===== src/design/integer_list_validator_assert.svh =====
// assertion macros shared by the integer list validator modules
// no dependencies; included inside module bodies after the package import
`ifndef INTEGER_LIST_VALIDATOR_ASSERT_SVH
`define INTEGER_LIST_VALIDATOR_ASSERT_SVH

`ifndef SYNTHESIS
// same-cycle implication, disabled during reset
`define ILV_ASSERT_NOW(label, clk, rst_n, ante, cons) \
  label: assert property (@(posedge clk) disable iff (!rst_n) (ante) |-> (cons)) \
    else $error("ilv assertion failed");
// next-cycle implication, disabled during reset
`define ILV_ASSERT_NEXT(label, clk, rst_n, ante, cons) \
  label: assert property (@(posedge clk) disable iff (!rst_n) (ante) |=> (cons)) \
    else $error("ilv assertion failed");
`else
`define ILV_ASSERT_NOW(label, clk, rst_n, ante, cons)
`define ILV_ASSERT_NEXT(label, clk, rst_n, ante, cons)
`endif

`endif


===== src/design/ilv_pkg.sv =====
// types, codes and character helpers for the integer list validator
// no dependencies
`timescale 1ns / 1ps

package ilv_pkg;

  typedef enum logic [2:0] {
    ERR_NONE           = 3'd0,
    ERR_ILLEGAL_COMMA  = 3'd1,
    ERR_NON_DIGIT      = 3'd2,
    ERR_MISSING_COMMA  = 3'd3,
    ERR_TRAILING_COMMA = 3'd4,
    ERR_RANGE          = 3'd5
  } err_code_t;

  typedef enum logic [2:0] {
    CC_BLANK,
    CC_COMMA,
    CC_SIGN,
    CC_DIGIT,
    CC_OTHER
  } char_class_t;

  localparam int unsigned MagW = 10;
  localparam logic [MagW-1:0] MagMax = 10'd1023;
  localparam logic [MagW-1:0] RangeHigh = 10'd511;
  localparam logic [MagW-1:0] RangeLowMag = 10'd512;

  typedef struct packed {
    logic [7:0] character;
    logic       end_marker;
  } in_item_t;

  typedef struct packed {
    logic      list_valid;
    err_code_t error_code;
  } verdict_t;

  function automatic char_class_t classify(input logic [7:0] c);
    char_class_t cls;
    if (c == 8'h20 || c == 8'h09 || c == 8'h0a) begin
      cls = CC_BLANK;
    end else if (c == 8'h2c) begin
      cls = CC_COMMA;
    end else if (c == 8'h2b || c == 8'h2d) begin
      cls = CC_SIGN;
    end else if (c >= 8'h30 && c <= 8'h39) begin
      cls = CC_DIGIT;
    end else begin
      cls = CC_OTHER;
    end
    return cls;
  endfunction

  function automatic logic over_range(input logic neg, input logic [MagW-1:0] mag);
    return neg ? (mag > RangeLowMag) : (mag > RangeHigh);
  endfunction

endpackage


===== src/design/ilv_if.sv =====
// valid/ready channel interfaces for the character input and the verdict output
// depends on ilv_pkg for the error code type
`timescale 1ns / 1ps

interface ilv_in_if;
  logic       valid;
  logic       ready;
  logic [7:0] character;
  logic       end_marker;

  modport source (output valid, output character, output end_marker, input ready);
  modport sink (input valid, input character, input end_marker, output ready);
endinterface

interface ilv_out_if;
  logic               valid;
  logic               ready;
  logic               list_valid;
  ilv_pkg::err_code_t error_code;

  modport source (output valid, output list_valid, output error_code, input ready);
  modport sink (input valid, input list_valid, input error_code, output ready);
endinterface


===== src/design/ilv_in_stage.sv =====
// input register: captures one character transaction per cycle while it is empty or being popped
// depends on ilv_pkg and ilv_in_if
`timescale 1ns / 1ps

module ilv_in_stage (
  input  logic              clk,
  input  logic              rst_n,
  ilv_in_if.sink            in_ch,
  input  logic              pop_i,
  output logic              item_valid_o,
  output ilv_pkg::in_item_t item_o
);
  import ilv_pkg::*;

  logic     valid_r;
  logic     valid_nxt;
  in_item_t item_r;

  assign in_ch.ready = !valid_r || pop_i;

  always_comb begin
    valid_nxt = valid_r;
    if (in_ch.ready) begin
      valid_nxt = in_ch.valid;
    end
  end

  always_ff @(posedge clk) begin
    if (!rst_n) begin
      valid_r <= 1'b0;
    end else begin
      valid_r <= valid_nxt;
    end
  end

  always_ff @(posedge clk) begin
    if (in_ch.valid && in_ch.ready) begin
      item_r.character  <= in_ch.character;
      item_r.end_marker <= in_ch.end_marker;
    end
  end

  assign item_valid_o = valid_r;
  assign item_o       = item_r;

endmodule


===== src/design/ilv_parser.sv =====
// per-character syntax and range tracking; emits a verdict on the end marker
// depends on ilv_pkg and the assertion macro header
`timescale 1ns / 1ps

module ilv_parser (
  input  logic              clk,
  input  logic              rst_n,
  input  logic              take_i,
  input  ilv_pkg::in_item_t item_i,
  output logic              verdict_valid_o,
  output ilv_pkg::verdict_t verdict_o
);
  import ilv_pkg::*;
  `include "integer_list_validator_assert.svh"

  logic            comma_seen_r, comma_seen_nxt;
  logic            blank_seen_r, blank_seen_nxt;
  logic            sign_pending_r, sign_pending_nxt;
  logic            sign_lacks_comma_r, sign_lacks_comma_nxt;
  err_code_t       first_error_r, first_error_nxt;
  logic            in_token_r, in_token_nxt;
  logic            token_stopped_r, token_stopped_nxt;
  logic            token_negative_r, token_negative_nxt;
  logic [MagW-1:0] token_magnitude_r, token_magnitude_nxt;
  logic            range_failed_r, range_failed_nxt;

  char_class_t     cls;
  logic [3:0]      digit;
  logic [13:0]     accum;
  logic            blocked;
  logic            closing_bad;
  err_code_t       code;

  assign cls         = classify(item_i.character);
  assign digit       = item_i.character[3:0];
  // magnitude * 10 + digit
  assign accum       = {1'b0, token_magnitude_r, 3'b000} + {3'b000, token_magnitude_r, 1'b0}
                     + {10'd0, digit};
  assign closing_bad = in_token_r && over_range(token_negative_r, token_magnitude_r);

  always_comb begin
    comma_seen_nxt       = comma_seen_r;
    blank_seen_nxt       = blank_seen_r;
    sign_pending_nxt     = sign_pending_r;
    sign_lacks_comma_nxt = sign_lacks_comma_r;
    first_error_nxt      = first_error_r;
    in_token_nxt         = in_token_r;
    token_stopped_nxt    = token_stopped_r;
    token_negative_nxt   = token_negative_r;
    token_magnitude_nxt  = token_magnitude_r;
    range_failed_nxt     = range_failed_r;
    blocked              = 1'b0;
    code                 = first_error_r;

    if (take_i && item_i.end_marker) begin
      if (first_error_r == ERR_NONE) begin
        priority if (sign_pending_r) begin
          code = ERR_NON_DIGIT;
        end else if (comma_seen_r) begin
          code = ERR_TRAILING_COMMA;
        end else if (range_failed_r || closing_bad) begin
          code = ERR_RANGE;
        end else begin
          code = ERR_NONE;
        end
      end
      // back to the empty-list state for the next transaction
      comma_seen_nxt       = 1'b1;
      blank_seen_nxt       = 1'b0;
      sign_pending_nxt     = 1'b0;
      sign_lacks_comma_nxt = 1'b0;
      first_error_nxt      = ERR_NONE;
      in_token_nxt         = 1'b0;
      token_stopped_nxt    = 1'b0;
      token_negative_nxt   = 1'b0;
      token_magnitude_nxt  = '0;
      range_failed_nxt     = 1'b0;
    end else if (take_i && first_error_r == ERR_NONE) begin
      // a pending sign is resolved by the character that follows it
      if (sign_pending_r) begin
        priority if (cls != CC_DIGIT) begin
          first_error_nxt = ERR_NON_DIGIT;
          blocked         = 1'b1;
        end else if (sign_lacks_comma_r) begin
          first_error_nxt = ERR_MISSING_COMMA;
          blocked         = 1'b1;
        end else begin
          sign_pending_nxt     = 1'b0;
          sign_lacks_comma_nxt = 1'b0;
        end
      end
      if (!blocked) begin
        unique case (cls)
          CC_BLANK: begin
            if (closing_bad) range_failed_nxt = 1'b1;
            in_token_nxt   = 1'b0;
            blank_seen_nxt = 1'b1;
          end
          CC_COMMA: begin
            if (comma_seen_r) begin
              first_error_nxt = ERR_ILLEGAL_COMMA;
            end else begin
              comma_seen_nxt = 1'b1;
              if (closing_bad) range_failed_nxt = 1'b1;
              in_token_nxt = 1'b0;
            end
          end
          CC_SIGN: begin
            sign_pending_nxt     = 1'b1;
            sign_lacks_comma_nxt = blank_seen_r && !comma_seen_r;
            comma_seen_nxt       = 1'b0;
            blank_seen_nxt       = 1'b0;
            if (!in_token_r) begin
              in_token_nxt        = 1'b1;
              token_stopped_nxt   = 1'b0;
              token_negative_nxt  = (item_i.character == 8'h2d);
              token_magnitude_nxt = '0;
            end else begin
              token_stopped_nxt = 1'b1;
            end
          end
          CC_DIGIT: begin
            if (blank_seen_r && !comma_seen_r) begin
              first_error_nxt = ERR_MISSING_COMMA;
            end else begin
              comma_seen_nxt = 1'b0;
              blank_seen_nxt = 1'b0;
              if (!in_token_r) begin
                in_token_nxt        = 1'b1;
                token_stopped_nxt   = 1'b0;
                token_negative_nxt  = 1'b0;
                token_magnitude_nxt = {6'd0, digit};
              end else if (!token_stopped_r) begin
                token_magnitude_nxt = (accum > {4'd0, MagMax}) ? MagMax : accum[MagW-1:0];
              end
            end
          end
          default: begin
            first_error_nxt = ERR_NON_DIGIT;
          end
        endcase
      end
    end
  end

  always_ff @(posedge clk) begin
    if (!rst_n) begin
      comma_seen_r       <= 1'b1;
      blank_seen_r       <= 1'b0;
      sign_pending_r     <= 1'b0;
      sign_lacks_comma_r <= 1'b0;
      first_error_r      <= ERR_NONE;
      in_token_r         <= 1'b0;
      token_stopped_r    <= 1'b0;
      token_negative_r   <= 1'b0;
      token_magnitude_r  <= '0;
      range_failed_r     <= 1'b0;
    end else begin
      comma_seen_r       <= comma_seen_nxt;
      blank_seen_r       <= blank_seen_nxt;
      sign_pending_r     <= sign_pending_nxt;
      sign_lacks_comma_r <= sign_lacks_comma_nxt;
      first_error_r      <= first_error_nxt;
      in_token_r         <= in_token_nxt;
      token_stopped_r    <= token_stopped_nxt;
      token_negative_r   <= token_negative_nxt;
      token_magnitude_r  <= token_magnitude_nxt;
      range_failed_r     <= range_failed_nxt;
    end
  end

  assign verdict_valid_o      = take_i && item_i.end_marker;
  assign verdict_o.list_valid = (code == ERR_NONE);
  assign verdict_o.error_code = code;

  // a verdict always leaves the tracker in its empty-list state
  `ILV_ASSERT_NEXT(a_reset_after_verdict, clk, rst_n, verdict_valid_o,
                   comma_seen_r && !in_token_r && first_error_r == ERR_NONE)
  // the first error sticks until the end marker
  `ILV_ASSERT_NEXT(a_error_sticky, clk, rst_n,
                   first_error_r != ERR_NONE && !verdict_valid_o, $stable(first_error_r))
  // the magnitude never leaves its saturated range
  `ILV_ASSERT_NOW(a_mag_sat, clk, rst_n, in_token_r, token_magnitude_r <= MagMax)

endmodule


===== src/design/ilv_out_stage.sv =====
// output register holding one verdict until the receiver takes it
// depends on ilv_pkg, ilv_out_if and the assertion macro header
`timescale 1ns / 1ps

module ilv_out_stage (
  input  logic              clk,
  input  logic              rst_n,
  input  logic              load_i,
  input  ilv_pkg::verdict_t verdict_i,
  output logic              free_o,
  ilv_out_if.source         out_ch
);
  import ilv_pkg::*;
  `include "integer_list_validator_assert.svh"

  logic     valid_r;
  logic     valid_nxt;
  verdict_t verdict_r;

  assign free_o = !valid_r || out_ch.ready;

  always_comb begin
    valid_nxt = valid_r;
    if (free_o) begin
      valid_nxt = load_i;
    end
  end

  always_ff @(posedge clk) begin
    if (!rst_n) begin
      valid_r <= 1'b0;
    end else begin
      valid_r <= valid_nxt;
    end
  end

  always_ff @(posedge clk) begin
    if (load_i && free_o) begin
      verdict_r <= verdict_i;
    end
  end

  assign out_ch.valid      = valid_r;
  assign out_ch.list_valid = verdict_r.list_valid;
  assign out_ch.error_code = verdict_r.error_code;

  // the upstream never loads a verdict over one still waiting
  `ILV_ASSERT_NOW(a_no_overwrite, clk, rst_n, load_i, free_o)

endmodule


===== src/design/integer_list_validator.sv =====
// Integer list validator, top level.
// Depends on ilv_pkg, ilv_if, ilv_in_stage, ilv_parser and ilv_out_stage.
//
// Usage:
//   in_ch carries one character per transaction; a transaction with
//   end_marker set closes the list and carries no character.
//   out_ch carries one verdict per list: list_valid and error_code
//   (0 none, 1 illegal comma, 2 non-digit, 3 missing comma,
//   4 trailing comma, 5 out of range). Characters give no output.
// Timing:
//   one transaction per cycle is accepted, unless an end marker waits for
//   the output register; the parser logic tracks each character
//   combinationally from the input register. A verdict passes through the
//   input register and then the output register before it shows on out_ch.
// Reset:
//   rst_n low clears both channel registers and returns the parser to the
//   empty-list state. After each verdict the parser returns there too.
// Stall:
//   while out_ch.ready is low a waiting verdict holds; characters keep
//   flowing, and only a second end marker waits in the input register.
`timescale 1ns / 1ps

module integer_list_validator (
  input  logic      clk,
  input  logic      rst_n,
  ilv_in_if.sink    in_ch,
  ilv_out_if.source out_ch
);
  import ilv_pkg::*;

  logic     item_valid;
  in_item_t item;
  logic     out_free;
  logic     take;
  logic     verdict_valid;
  verdict_t verdict;

  // an end marker moves on only when the output register can take its verdict
  assign take = item_valid && (!item.end_marker || out_free);

  ilv_in_stage u_in_stage (
    .clk          (clk),
    .rst_n        (rst_n),
    .in_ch        (in_ch),
    .pop_i        (take),
    .item_valid_o (item_valid),
    .item_o       (item)
  );

  ilv_parser u_parser (
    .clk             (clk),
    .rst_n           (rst_n),
    .take_i          (take),
    .item_i          (item),
    .verdict_valid_o (verdict_valid),
    .verdict_o       (verdict)
  );

  ilv_out_stage u_out_stage (
    .clk       (clk),
    .rst_n     (rst_n),
    .load_i    (verdict_valid),
    .verdict_i (verdict),
    .free_o    (out_free),
    .out_ch    (out_ch)
  );

endmodule

===== src/flat_wrapper.sv =====
// flat-port wrapper written by rule: the top's interface ports become plain ports
module integer_list_validator_flat import ilv_pkg::*;
  (clk, rst_n, in_ch_valid, in_ch_character, in_ch_end_marker, in_ch_ready, out_ch_valid, out_ch_list_valid, out_ch_error_code, out_ch_ready);
  ilv_in_if in_ch_i ();
  ilv_out_if out_ch_i ();
  input  logic clk;
  input  logic rst_n;
  input wire logic [$bits(in_ch_i.valid)-1:0] in_ch_valid;
  input wire logic [$bits(in_ch_i.character)-1:0] in_ch_character;
  input wire logic [$bits(in_ch_i.end_marker)-1:0] in_ch_end_marker;
  output wire logic [$bits(in_ch_i.ready)-1:0] in_ch_ready;
  output wire logic [$bits(out_ch_i.valid)-1:0] out_ch_valid;
  output wire logic [$bits(out_ch_i.list_valid)-1:0] out_ch_list_valid;
  output wire logic [$bits(out_ch_i.error_code)-1:0] out_ch_error_code;
  input wire logic [$bits(out_ch_i.ready)-1:0] out_ch_ready;
  assign in_ch_i.valid = in_ch_valid;
  assign in_ch_i.character = in_ch_character;
  assign in_ch_i.end_marker = in_ch_end_marker;
  assign in_ch_ready = in_ch_i.ready;
  assign out_ch_valid = out_ch_i.valid;
  assign out_ch_list_valid = out_ch_i.list_valid;
  assign out_ch_error_code = out_ch_i.error_code;
  assign out_ch_i.ready = out_ch_ready;
  integer_list_validator u_core (.clk(clk), .rst_n(rst_n), .in_ch(in_ch_i), .out_ch(out_ch_i));
endmodule

===== config.mk =====
export PLATFORM = sky130hd
export DESIGN_NAME = integer_list_validator_flat
export DESIGN_NICKNAME = d
export VERILOG_FILES = /design/src/design/ilv_pkg.sv /design/src/design/ilv_if.sv /design/src/design/ilv_in_stage.sv /design/src/design/ilv_parser.sv /design/src/design/ilv_out_stage.sv /design/src/design/integer_list_validator.sv /design/src/flat_wrapper.sv
export VERILOG_INCLUDE_DIRS = /design/src /design/src/design
export SDC_FILE = /design/constraint.sdc
export NUM_CORES = 1
export LEC_CHECK = 0
export BUFFER_PORTS_ARGS = -buffer_cell sky130_fd_sc_hd__buf_2
export CAP_MARGIN = 15
export CELL_PAD_IN_SITES_DETAIL_PLACEMENT = 2
export CELL_PAD_IN_SITES_GLOBAL_PLACEMENT = 2
export CORE_MARGIN = 5
export CORE_UTILIZATION = 38
export DETAILED_ROUTE_END_ITERATION = 16
export GPL_TIMING_DRIVEN = 0
export HOLD_SLACK_MARGIN = 0.15
export PLACE_DENSITY_LB_ADDON = 0.1
export SYNTH_ARGS = -nofsm -noshare
export SYNTH_HDL_FRONTEND = slang
export SYNTH_SLANG_ARGS = --single-unit

===== constraint.sdc =====
create_clock -name clk -period 3.5 [get_ports clk]
set_clock_uncertainty 0.15 [all_clocks]
set_input_delay 0.525 -clock clk [delete_from_list [all_inputs] [get_ports clk]]
set_output_delay 0.525 -clock clk [all_outputs]
set_load 0.01 [all_outputs]

==> impl_metrics.yaml, run 1 <==
cts:
  clkSlewWorstSetupHoldPaths_ps: 80
  cts_buffers: 5
  cts_tree: "done"
  clk_latency_ps: 290
  cts_buffer_depth: 2
  htreeDepth: 2
  cts_root_buf: "clkbuf_8"
  cts_resized: 0
  clock-sinks: 36
finish:
  design_area_mm2: 0.002566
  fillers: 638
  nets: 296
  layout_common_cells: "23 x dfxtp_1, 19 x nor2_1, 19 x buf_2, 19 x ha_1, 18 x o21ai_0"
  antenna_cells: 0
  layout-drive-gt1-share_pct: 17.49
  area_growth_pct: 13.57
  layout_commonest_cell: "dfxtp_1"
sta:
  slew_violations: 0
  clock.fmax_ghz: 0.3075
  setup_viol: 0
  post-route-period-util_pct: 92.93
  relSlewSlack_pct: 49.49
  period_needed_ps: 3253
  rsz0062_at_grt: "false"
  tightest_slew_ps: 754.2
  setup_ws_ps: 247.5
  final-hold-violation-count: 0
  hold_ws_ps: 253.8
yosys:
  synth_area_mm2: 0.002260
  synth_nets: 268
  syn_inst: 234
  synth_seq_cells: 36
  synth_edf_count: 13
  avgSynthCellArea_um2: 9.657
  yosysWarnings: 0
  ys_seq_area_share_pct: 37.65
  ys.flop_type: "dfxtp_1"
  synthArstFlopShare_pct: 0
  ys_types: 58
pwr:
  clkPwrFrac_pct: 38.5
  sw_frac_of_total_pct: 23.00
  p_total_mw: 0.8463
  cellPowerDensity_mw_per_mm2: 329.8
  leakagePower_nw: 1.022
  power_frac_comb_pct: 7.8
  power.switching_mw: 0.1947
  cellInternalPower_mw: 0.6517
  pwr-share-seq_pct: 53.7
  peakVddDrop_mv: 0.2007
placement:
  io_buffers: 18
  hpwl_mm: 4.672
  gp_congestion: 0.7217
  pre_cts_slack_ps: -124.0
  place_area_mm2: 0.002444
floorplan:
  rows: 28
  die_y_um: 87.12
  boundaryPins: 19
  die_x_um: 87.12
  die_area_mm2: 0.007589
  start_util_pct: 38.62
  core_mm2: 0.005851
drt:
  vias: 1914
  post_drt_wl_per_cell_um: 17.50
  drc: 0
  drt_first_pass_iters: 5
  viasPerCell: 5.663
  drt_wl_total_mm: 5.916
  ant_nets: 0
  drt_iter0_drc: 26
critical_path:
  critical_path_cell_count: 9
  timing.rr.end: "u_core.u_parser.token_magnitude_r[2]$_SDFFE_PP0P_"
  reg2reg_slack_ps: 250
  crit_start: "u_core.u_parser.token_magnitude_r[2]$_SDFFE_PP0P_"
  start_kind: "flop"
  crit_family: "adder cells"
  arrival_ps: 3270
  cp_max_fo: 10
  cpMaxStageDelayCell: "fa_1"
  cp-end-kind: "flop"
  critPathKind: "flop to flop"
  crit_buf_inv: 1
  required_ps: 3520
  endpoint: "u_core.u_parser.token_magnitude_r[2]$_SDFFE_PP0P_"
  r2r-start: "u_core.u_parser.token_magnitude_r[2]$_SDFFE_PP0P_"
  cpPeakStageDelay_ps: 500
  reg2reg_depth: 9
  cpMostUsedCell: "fa_1"
  crit_chain: "fa_1 -> fa_1 -> a21o_1 -> a221oi_2 -> o22ai_1 -> mux2_2 -> nor4b_4 -> buf_4 -> a311oi_1"
min_path:
  min_from: "in_ch_character[3]"
  hold_path_depth: 1
  hold_path.class: "primary input to flop"
global_route:
  track_usage_pct: 17.38
  antenna_found_initial: 0
  grt_pass1_vias: 2123
  grt-ovfl-total: 0
  grt_pass1_wl_mm: 10.43
  grt_max_degree: 12
run_status:
  status: "completed"
run:
  drv_cap: 0
## synthesized netlist by cell type (3+ instances only)
cell type  count  area share (%)
o2bb2a_1       6             2.7
a22oi_1        3             1.0
nand2_1       11             1.8
or2_2          4             1.1
dfxtp_1       23              20
a31oi_1        5             1.4
nand4_1        3            0.83
nand4b_1       3             1.2
and3_1         3            0.83
o21ai_0       18             4.0
nor3b_1        3             1.0
xnor2_1        4             1.6
inv_1          7             1.2
nor3_1         3            0.66
a211oi_1       3             1.0
ha_1          19              11
edfxtp_1      13              17
a311oi_1       3             1.2
nand3_1        8             1.8
xor2_1         5             1.9
nor2_1        19             3.2
a21oi_1       17             3.8
nor2b_1        6             1.7
## routing by layer
| metal | global-route usage, % | vias up | part of all wire, % |
|---|---|---|---|
| li1 | - | 946 | - |
| met1 | 21.21 | 944 | 45 |
| met2 | 31.88 | 17 | 52 |
| met3 | 2.838 | 7 | 1.6 |
| met4 | 3.766 | 0 | 1.1 |
| met5 | 0 | - | 0 |
## layout make-up
cell class                      count  area [um2]  share of cell area (%)
Clock buffer                        8       100.1                   3.901
Sequential cell                    36       850.8                   33.15
Timing Repair Buffer               21       112.6                   4.388
Buffer                              6       37.54                   1.463
Tap cell                           75       93.84                   3.657
Multi-Input combinational cell    185        1345                   52.41
Inverter                            7       26.28                   1.024
## cells by family (layout without fill, tap and decap cells)
family | after synthesis | in the layout | synth area share, %
fa+ha+maj | 21 | 21 | 12.29
compound gates | 74 | 74 | 21.71
flops | 36 | 36 | 37.65
simple gates | 78 | 78 | 20.65
buf+inv | 13 | 42 | 2.824
mux | 3 | 3 | 1.384
xor+xnor | 9 | 9 | 3.488
## flip-flops by register name, summed over array words and instances (netlist names), 3 cells and up
register,flops
u_core.u_in_stage.item_o,9
u_core.u_parser.token_magnitude_r,10
u_core.u_parser.first_error_r,3
u_core.u_out_stage.out_ch.error_code,3
## power groups by stage
| stage | Sequential [mW] | Clock (mW) | Combinational (mW) |
|---|---|---|---|
| after floorplan | 0.463 | 0 | 0.0409 |
| after global placement | 0.465 | 0 | 0.0620 |
| after detailed placement | 0.465 | 0 | 0.0636 |
| after CTS | 0.456 | 0.335 | 0.0642 |
| after global routing | 0.456 | 0.359 | 0.0737 |
| final | 0.455 | 0.326 | 0.0657 |
## how the worst min path moves through the flow
stage,end,slack (ps)
5_1_grt,u_core.u_in_stage.item_o[4]$_DFFE_PP_,240
2_1_floorplan,u_core.u_parser.first_error_r[2]$_SDFFE_PP0P_,280
3_3_place_gp,u_core.u_parser.first_error_r[2]$_SDFFE_PP0P_,300
3_5_place_dp,u_core.u_parser.first_error_r[2]$_SDFFE_PP0P_,310
6_report,u_core.u_in_stage.item_o[4]$_DFFE_PP_,250
4_1_cts,u_core.u_in_stage.item_o[4]$_DFFE_PP_,250
## metrics by stage
stage	setup TNS [ps]	std cells	util [%]
after floorplan	0	234	-
after global placement	-372.8	327	41.77
after CTS	0	336	43.61
after detailed placement	-679.5	327	41.77
after global routing	0	338	43.86
final	0	338	43.86
## repair_timing
action                                  4_1_cts  5_1_grt
pin swaps                                     1        0
hold buffers                                  0        0
buffers inserted                              1        1
endpoints found under the setup margin       10        2
No activity file was read; power rests on OpenSTA's default activity.
==> inputs of run 2 (changes only) <==
--- a/config.mk
+++ b/config.mk
@@ -6,12 +6,13 @@
 export SDC_FILE = /design/constraint.sdc
 export NUM_CORES = 1
 export LEC_CHECK = 0
+export ABC_AREA = 1
 export BUFFER_PORTS_ARGS = -buffer_cell sky130_fd_sc_hd__buf_2
 export CAP_MARGIN = 15
 export CELL_PAD_IN_SITES_DETAIL_PLACEMENT = 2
 export CELL_PAD_IN_SITES_GLOBAL_PLACEMENT = 2
 export CORE_MARGIN = 5
-export CORE_UTILIZATION = 38
+export CORE_UTILIZATION = 34
 export DETAILED_ROUTE_END_ITERATION = 16
 export GPL_TIMING_DRIVEN = 0
 export HOLD_SLACK_MARGIN = 0.15
==> run 2 against run 1 <==
  * Setup slack better by 170 ps
  * Sequential power hardly changed
  * Largest power group unchanged
  * Largest cell class unchanged
  * Final area is 4.5% higher
  * Highest routed layer unchanged
==> impl_metrics.yaml, run 2 <==
drt:
  drt_iter0_drc: 51
  post_drt_wl_per_cell_um: 14.62
  vias: 2206
  viasPerCell: 4.902
  drt_wl_total_mm: 6.581
  ant_nets: 0
  drt_first_pass_iters: 4
  drc: 0
global_route:
  grt_pass1_vias: 2330
  grt_max_degree: 12
  grt_pass1_wl_mm: 11.14
  grt-ovfl-total: 0
  antenna_found_initial: 0
  track_usage_pct: 16.07
sta:
  setup_ws_ps: 422.2
  clock.fmax_ghz: 0.3249
  tightest_slew_ps: 555.1
  setup_viol: 0
  post-route-period-util_pct: 87.94
  final-hold-violation-count: 0
  relSlewSlack_pct: 62.99
  period_needed_ps: 3078
  hold_ws_ps: 256.9
  rsz0062_at_grt: "false"
  fin_setup_tns_ps: 0
  slew_violations: 0
run_status:
  status: "completed"
yosys:
  ys_top_cells_by_area: "dfxtp_1 19%, edfxtp_1 16%, nand2_1 15%"
  synth_seq_cells: 36
  avgSynthCellArea_um2: 7.290
  ys_top_cells_by_count: "98 x nand2_1, 37 x inv_1, 29 x nor2_1"
  ys_types: 32
  synth_top_cell_by_area: "dfxtp_1"
  synth.most_common_cell: "nand2_1"
  synth_top_area_share_pct: 19.26
  synth_area_mm2: 0.002391
  ys.flop_type: "dfxtp_1"
  synth_edf_count: 13
  synthArstFlopShare_pct: 0
  synth_nets: 362
  syn_inst: 328
  ys_seq_area_share_pct: 35.58
  yosysWarnings: 0
pwr:
  peakVddDrop_mv: 0.1999
  cellInternalPower_mw: 0.6016
  pwr-share-seq_pct: 56.9
  clkPwrFrac_pct: 35.4
  power.switching_mw: 0.1974
  leakagePower_nw: 1.319
  power_frac_comb_pct: 7.7
  sw_frac_of_total_pct: 24.71
  cellPowerDensity_mw_per_mm2: 298.0
cts:
  clkSlewWorstSetupHoldPaths_ps: 70
  clock-sinks: 36
  htreeDepth: 2
  cts_root_buf: "clkbuf_8"
  cts_buffers: 5
  clk_latency_ps: 290
  cts_resized: 0
  post_cts_buffers: 0
  cts_hold_buf: 0
  cts_buffer_depth: 2
  cts_tree: "done"
finish:
  layout-drive-gt1-share_pct: 12.43
  top_register: "u_core.u_parser.token_magnitude_r"
  antenna_cells: 0
  post-route-util_pct: 39.25
  layout_common_cells: "98 x nand2_1, 37 x inv_1, 29 x nor2_1, 26 x a21oi_1, 25 x nand3_1"
  layout_commonest_cell: "nand2_1"
  area_growth_pct: 12.14
  largest_reg_flops: 10
  nets: 387
  fillers: 820
floorplan:
  die_x_um: 93.86
  boundaryPins: 19
  start_util_pct: 35.00
  core_mm2: 0.006832
  die_y_um: 93.86
  rows: 30
  die_area_mm2: 0.008810
critical_path:
  cp_max_fo: 6
  cp-end-kind: "flop"
  required_ps: 3500
  reg2reg_slack_ps: 420
  start_kind: "flop"
  critPathKind: "flop to flop"
  arrival_ps: 3080
placement:
  pre_cts_slack_ps: 397.6
  io_buffers: 18
  gp_congestion: 0.8225
  hpwl_mm: 5.496
run:
  drv_cap: 0
min_path:
  hold_path.class: "primary input to flop"
-- run 2: cell types whose count changed in the layout (fill, tap and decap cells not counted), sizes merged, moves of 6 or more --
cell    change
o2bb2a      -6
a21oi       +9
inv        +36
nand2      +89
o21ai       -6
buf         -6
nand3      +18
nor2b       -6
nor2       +17
-- run 2: layer usage --
layer	wire length [um]	GRT usage, %	vias up	part of all wire (%)
li1	-	-	1120	-
met1	3302	21.33	1057	50
met2	3068	26.85	20	47
met3	155	3.045	9	2.4
met4	54	3.851	0	0.82
met5	0	0	-	0
-- run 2: through the flow --
stage	cells	power (mW)	instance area, um2
2_1_floorplan	328	0.5026	2391
3_3_place_gp	442	0.5233	2601
3_5_place_dp	442	0.5268	2601
4_1_cts	450	0.8107	2681
5_1_grt	450	0.8445	2681
6_report	450	0.7990	2681
-- run 2: power by group through the flow --
| stage | logic, mW | clock network [mW] | registers [mW] |
|---|---|---|---|
| after global placement | 0.0595 | 0 | 0.464 |
| after floorplan | 0.0398 | 0 | 0.463 |
| after global routing | 0.0699 | 0.319 | 0.456 |
| after CTS | 0.0628 | 0.293 | 0.455 |
| after detailed placement | 0.0622 | 0 | 0.465 |
| final | 0.0614 | 0.283 | 0.455 |
-- run 2: kinds of logic (layout without fill, tap and decap cells) --
logic type | count (synthesis) | in the layout | share of synthesized area [%]
compound gates | 45 | 45 | 10.36
buf+inv | 44 | 70 | 6.907
xor+xnor | 6 | 6 | 2.198
simple gates | 176 | 176 | 33.33
fa+ha+maj | 21 | 21 | 11.62
flops | 36 | 36 | 35.58
-- run 2: path summary, 6_finish.rpt --
| kind | start | end | cells after the start |
|---|---|---|---|
| min reg2reg | u_core.u_parser.range_failed_r$_SDFFE_PP0P_ | u_core.u_parser.range_failed_r$_SDFFE_PP0P_ | 2 |
| max | u_core.u_in_stage.item_o[4]$_DFFE_PP_ | u_core.u_parser.token_magnitude_r[8]$_SDFFE_PP0P_ | 14 |
| max reg2reg | u_core.u_in_stage.item_o[4]$_DFFE_PP_ | u_core.u_parser.token_magnitude_r[8]$_SDFFE_PP0P_ | 14 |
| min | in_ch_character[4] | u_core.u_in_stage.item_o[5]$_DFFE_PP_ | 1 |
-- run 2: cell type report --
class                   count  area (um2)  share of cell area (%)
plain buffers               1       3.754                  0.1400
clock buffers               6       72.57                   2.706
clock inverters             2       7.507                  0.2800
inverters                  43       161.4                   6.020
multi-input cells         248        1375                   51.28
flip-flops and latches     36       850.8                   31.73
well taps                  96       120.1                   4.480
repair buffers             18       90.09                   3.360
-- run 2: worst max-delay path: stages, from the launching register on --
cell and delay, ps:
edfxtp_1 500, fa_1 530, fa_1 550, nand3_1 140
nand3_1 120, nand2_1 150, nand2_1 70, nand2_1 50
nand2_1 50, nor2_1 120, nand2_1 120, inv_1 180
nand2_1 80, nand2_1 80, a21oi_1 60
==> inputs of run 3 (changes only) <==
--- a/config.mk
+++ b/config.mk
@@ -7,7 +7,7 @@
 export NUM_CORES = 1
 export LEC_CHECK = 0
 export ABC_AREA = 1
-export BUFFER_PORTS_ARGS = -buffer_cell sky130_fd_sc_hd__buf_2
+export BUFFER_PORTS_ARGS = -buffer_cell sky130_fd_sc_hd__buf_4
 export CAP_MARGIN = 15
 export CELL_PAD_IN_SITES_DETAIL_PLACEMENT = 2
 export CELL_PAD_IN_SITES_GLOBAL_PLACEMENT = 2
==> constraint.sdc (replaced) <==
create_clock -name clk -period 3.5 [get_ports clk]
set_clock_uncertainty 0.15 [all_clocks]
set_input_delay 0.7 -clock clk [delete_from_list [all_inputs] [get_ports clk]]
set_output_delay 0.7 -clock clk [all_outputs]
set_load 0.01 [all_outputs]
==> run 3 against run 2 <==
  * Routed wire length increased by 1.4%
  * Highest routed layer unchanged
  * Critical endpoint is now u_core.u_parser.token_magnitude_r[7]$_SDFFE_PP0P_
  * Combinational power increased by 7.2%
  * Critical path depth increased by 1
  * Global-route usage increased by 0.45 points
  * Worst hold slack improved by 60 ps
  * Setup slack improved by 19 ps
  * Power increased by 3.8%
  * Count of clock-buffer cells in the layout unchanged
  * Cell count unchanged
  * Die area unchanged
  * Largest power group unchanged
  * Flip-flop and latch count unchanged
  * Core utilization increased by 0.84 points
==> impl_metrics.yaml, run 3 (synthesis gave the netlist of run 2 again) <==
cts:
  clkSlewWorstSetupHoldPaths_ps: 70
  htreeDepth: 2
  cts_tree: "done"
  cts_hold_buf: 0
  cts_resized: 0
  post_cts_buffers: 0
  cts_buffer_depth: 2
  cts_buffers: 5
  cts_root_buf: "clkbuf_8"
  clock-sinks: 36
  clk_latency_ps: 280
finish:
  nets: 387
  layout_commonest_cell: "nand2_1"
  fillers: 842
  area_growth_pct: 14.55
  antenna_cells: 0
  multi_input_area_mm2: 0.001375
  layout_common_cells: "98 x nand2_1, 37 x inv_1, 29 x nor2_1, 26 x a21oi_1, 25 x nand3_1"
  layout-drive-gt1-share_pct: 13.28
  top_register: "u_core.u_parser.token_magnitude_r"
  register_area_um2: 850.8
  design_area_mm2: 0.002739
  largest_reg_flops: 10
critical_path:
  cpPeakStageDelay_ps: 490
  reg2reg_slack_ps: 440
  start_kind: "flop"
  crit_chain: "ha_1 -> ha_1 -> fa_1 -> nand3_1 -> nand3_1 -> nand2_1 -> nand2_1 -> nand2_1 -> nand2_1 -> nor2_1 -> nand2_1 -> inv_1 -> nand2_1 -> nand2_1 -> a21oi_1"
  cpMaxStageDelayCell: "fa_1"
  critical_path_cell_count: 15
  reg2reg_depth: 15
  cpMostUsedCell: "nand2_1"
  r2r-start: "u_core.u_in_stage.item_o[3]$_DFFE_PP_"
  crit_buf_inv: 1
  required_ps: 3510
  critPathKind: "flop to flop"
  timing.rr.end: "u_core.u_parser.token_magnitude_r[7]$_SDFFE_PP0P_"
  crit_family: "adder cells"
  cp-end-kind: "flop"
  arrival_ps: 3060
  cp_max_fo: 6
global_route:
  grt_max_degree: 12
  grt_pass1_vias: 2354
  track_usage_pct: 16.52
  grt-ovfl-total: 0
  grt_pass1_wl_mm: 11.52
  antenna_found_initial: 0
pwr:
  cellPowerDensity_mw_per_mm2: 302.8
  power_frac_comb_pct: 7.9
  clkPwrFrac_pct: 37.2
  peakVddDrop_mv: 0.2416
  sw_frac_of_total_pct: 24.35
  pwr-share-seq_pct: 54.8
  leakagePower_nw: 1.346
  cellInternalPower_mw: 0.6274
  power.switching_mw: 0.2020
placement:
  hpwl_mm: 5.503
  place_area_mm2: 0.002646
  gp_congestion: 0.7997
  io_buffers: 18
sta:
  period_needed_ps: 3058
  tightest_slew_ps: 489.8
  setup_viol: 0
  slew_violations: 0
  rsz0062_at_grt: "false"
  final-hold-violation-count: 0
  clock.fmax_ghz: 0.3270
  relSlewSlack_pct: 67.35
  post-route-period-util_pct: 87.38
  fin_setup_tns_ps: 0
floorplan:
  core_mm2: 0.006832
  start_util_pct: 35.00
  boundaryPins: 19
  rows: 30
  die_area_mm2: 0.008810
  die_x_um: 93.86
  die_y_um: 93.86
drt:
  vias: 2229
  post_drt_wl_per_cell_um: 14.83
  drt_first_pass_iters: 4
  viasPerCell: 4.953
  ant_nets: 0
  drc: 0
  drt_iter0_drc: 62
  drt_wl_total_mm: 6.673
min_path:
  hold_path.class: "flop to flop"
  min_from: "u_core.u_parser.blank_seen_r$_SDFFE_PP0P_"
  hold_path_depth: 2
  hold_end: "u_core.u_parser.blank_seen_r$_SDFFE_PP0P_"
run_status:
  status: "completed"
run:
  drv_cap: 0
run 3: worst max path at each step:
stage	start	to	slack [ps]
floorplan	u_core.u_in_stage.item_o[4]$_DFFE_PP_	u_core.u_parser.token_magnitude_r[8]$_SDFFE_PP0P_	970
global placement	u_core.u_in_stage.item_o[4]$_DFFE_PP_	u_core.u_parser.token_magnitude_r[8]$_SDFFE_PP0P_	490
detailed placement	u_core.u_in_stage.item_o[3]$_DFFE_PP_	u_core.u_parser.token_magnitude_r[7]$_SDFFE_PP0P_	430
CTS	u_core.u_in_stage.item_o[3]$_DFFE_PP_	u_core.u_parser.token_magnitude_r[7]$_SDFFE_PP0P_	410
global route	u_core.u_in_stage.item_o[3]$_DFFE_PP_	u_core.u_parser.token_magnitude_r[4]$_SDFFE_PP0P_	180
finish	u_core.u_in_stage.item_o[3]$_DFFE_PP_	u_core.u_parser.token_magnitude_r[7]$_SDFFE_PP0P_	440
run 3: per-stage QoR:
step           hold WS [ps]  setup slack [ps]  instances  utilization (%)  power [mW]
2_1_floorplan         277.5             970.2        328                -      0.5026
3_3_place_gp          294.3             485.6        442            38.74      0.5280
3_5_place_dp          308.8             426.3        442            38.74      0.5313
4_1_cts               318.7             414.4        450            40.09      0.8414
5_1_grt               358.1             177.7        450            40.09      0.8721
6_report              317.4             441.7        450            40.09      0.8294
run 3: per-layer routing:
metal | routed length [um] | track usage [%] | vias up | part of all wire, %
met5 | 0 | 0 | - | 0
met4 | 72 | 3.369 | 0 | 1.1
met3 | 133 | 2.724 | 7 | 2.0
met2 | 3180 | 27.85 | 21 | 48
met1 | 3286 | 22.22 | 1073 | 49
li1 | - | - | 1128 | -
run 3: tightest hold or removal path: cells and delay by family, from the launching register on:
family                 cells  cell delay (ps)
AO/OA/AOI/OAI              1               60
buffers and inverters      1               70
flip-flops                 1              300
run 3: power by group through the flow:
stage                     sequential [mW]  combinational, mW  clock, mW
after floorplan                     0.463             0.0398          0
after global placement              0.464             0.0641          0
after detailed placement            0.465             0.0665          0
after CTS                           0.455             0.0674      0.319
after global routing                0.456             0.0753      0.341
final                               0.455             0.0658      0.309
run 3: cell type report:
| class | instances | area share (%) |
|---|---|---|
| buffer | 1 | 0.1370 |
| clock buffer | 6 | 3.015 |
| clock inverter | 2 | 0.3655 |
| inverter | 43 | 5.893 |
| multi-input combinational | 248 | 50.21 |
| sequential | 36 | 31.06 |
| tap | 96 | 4.386 |
| timing repair buffer | 18 | 4.934 |
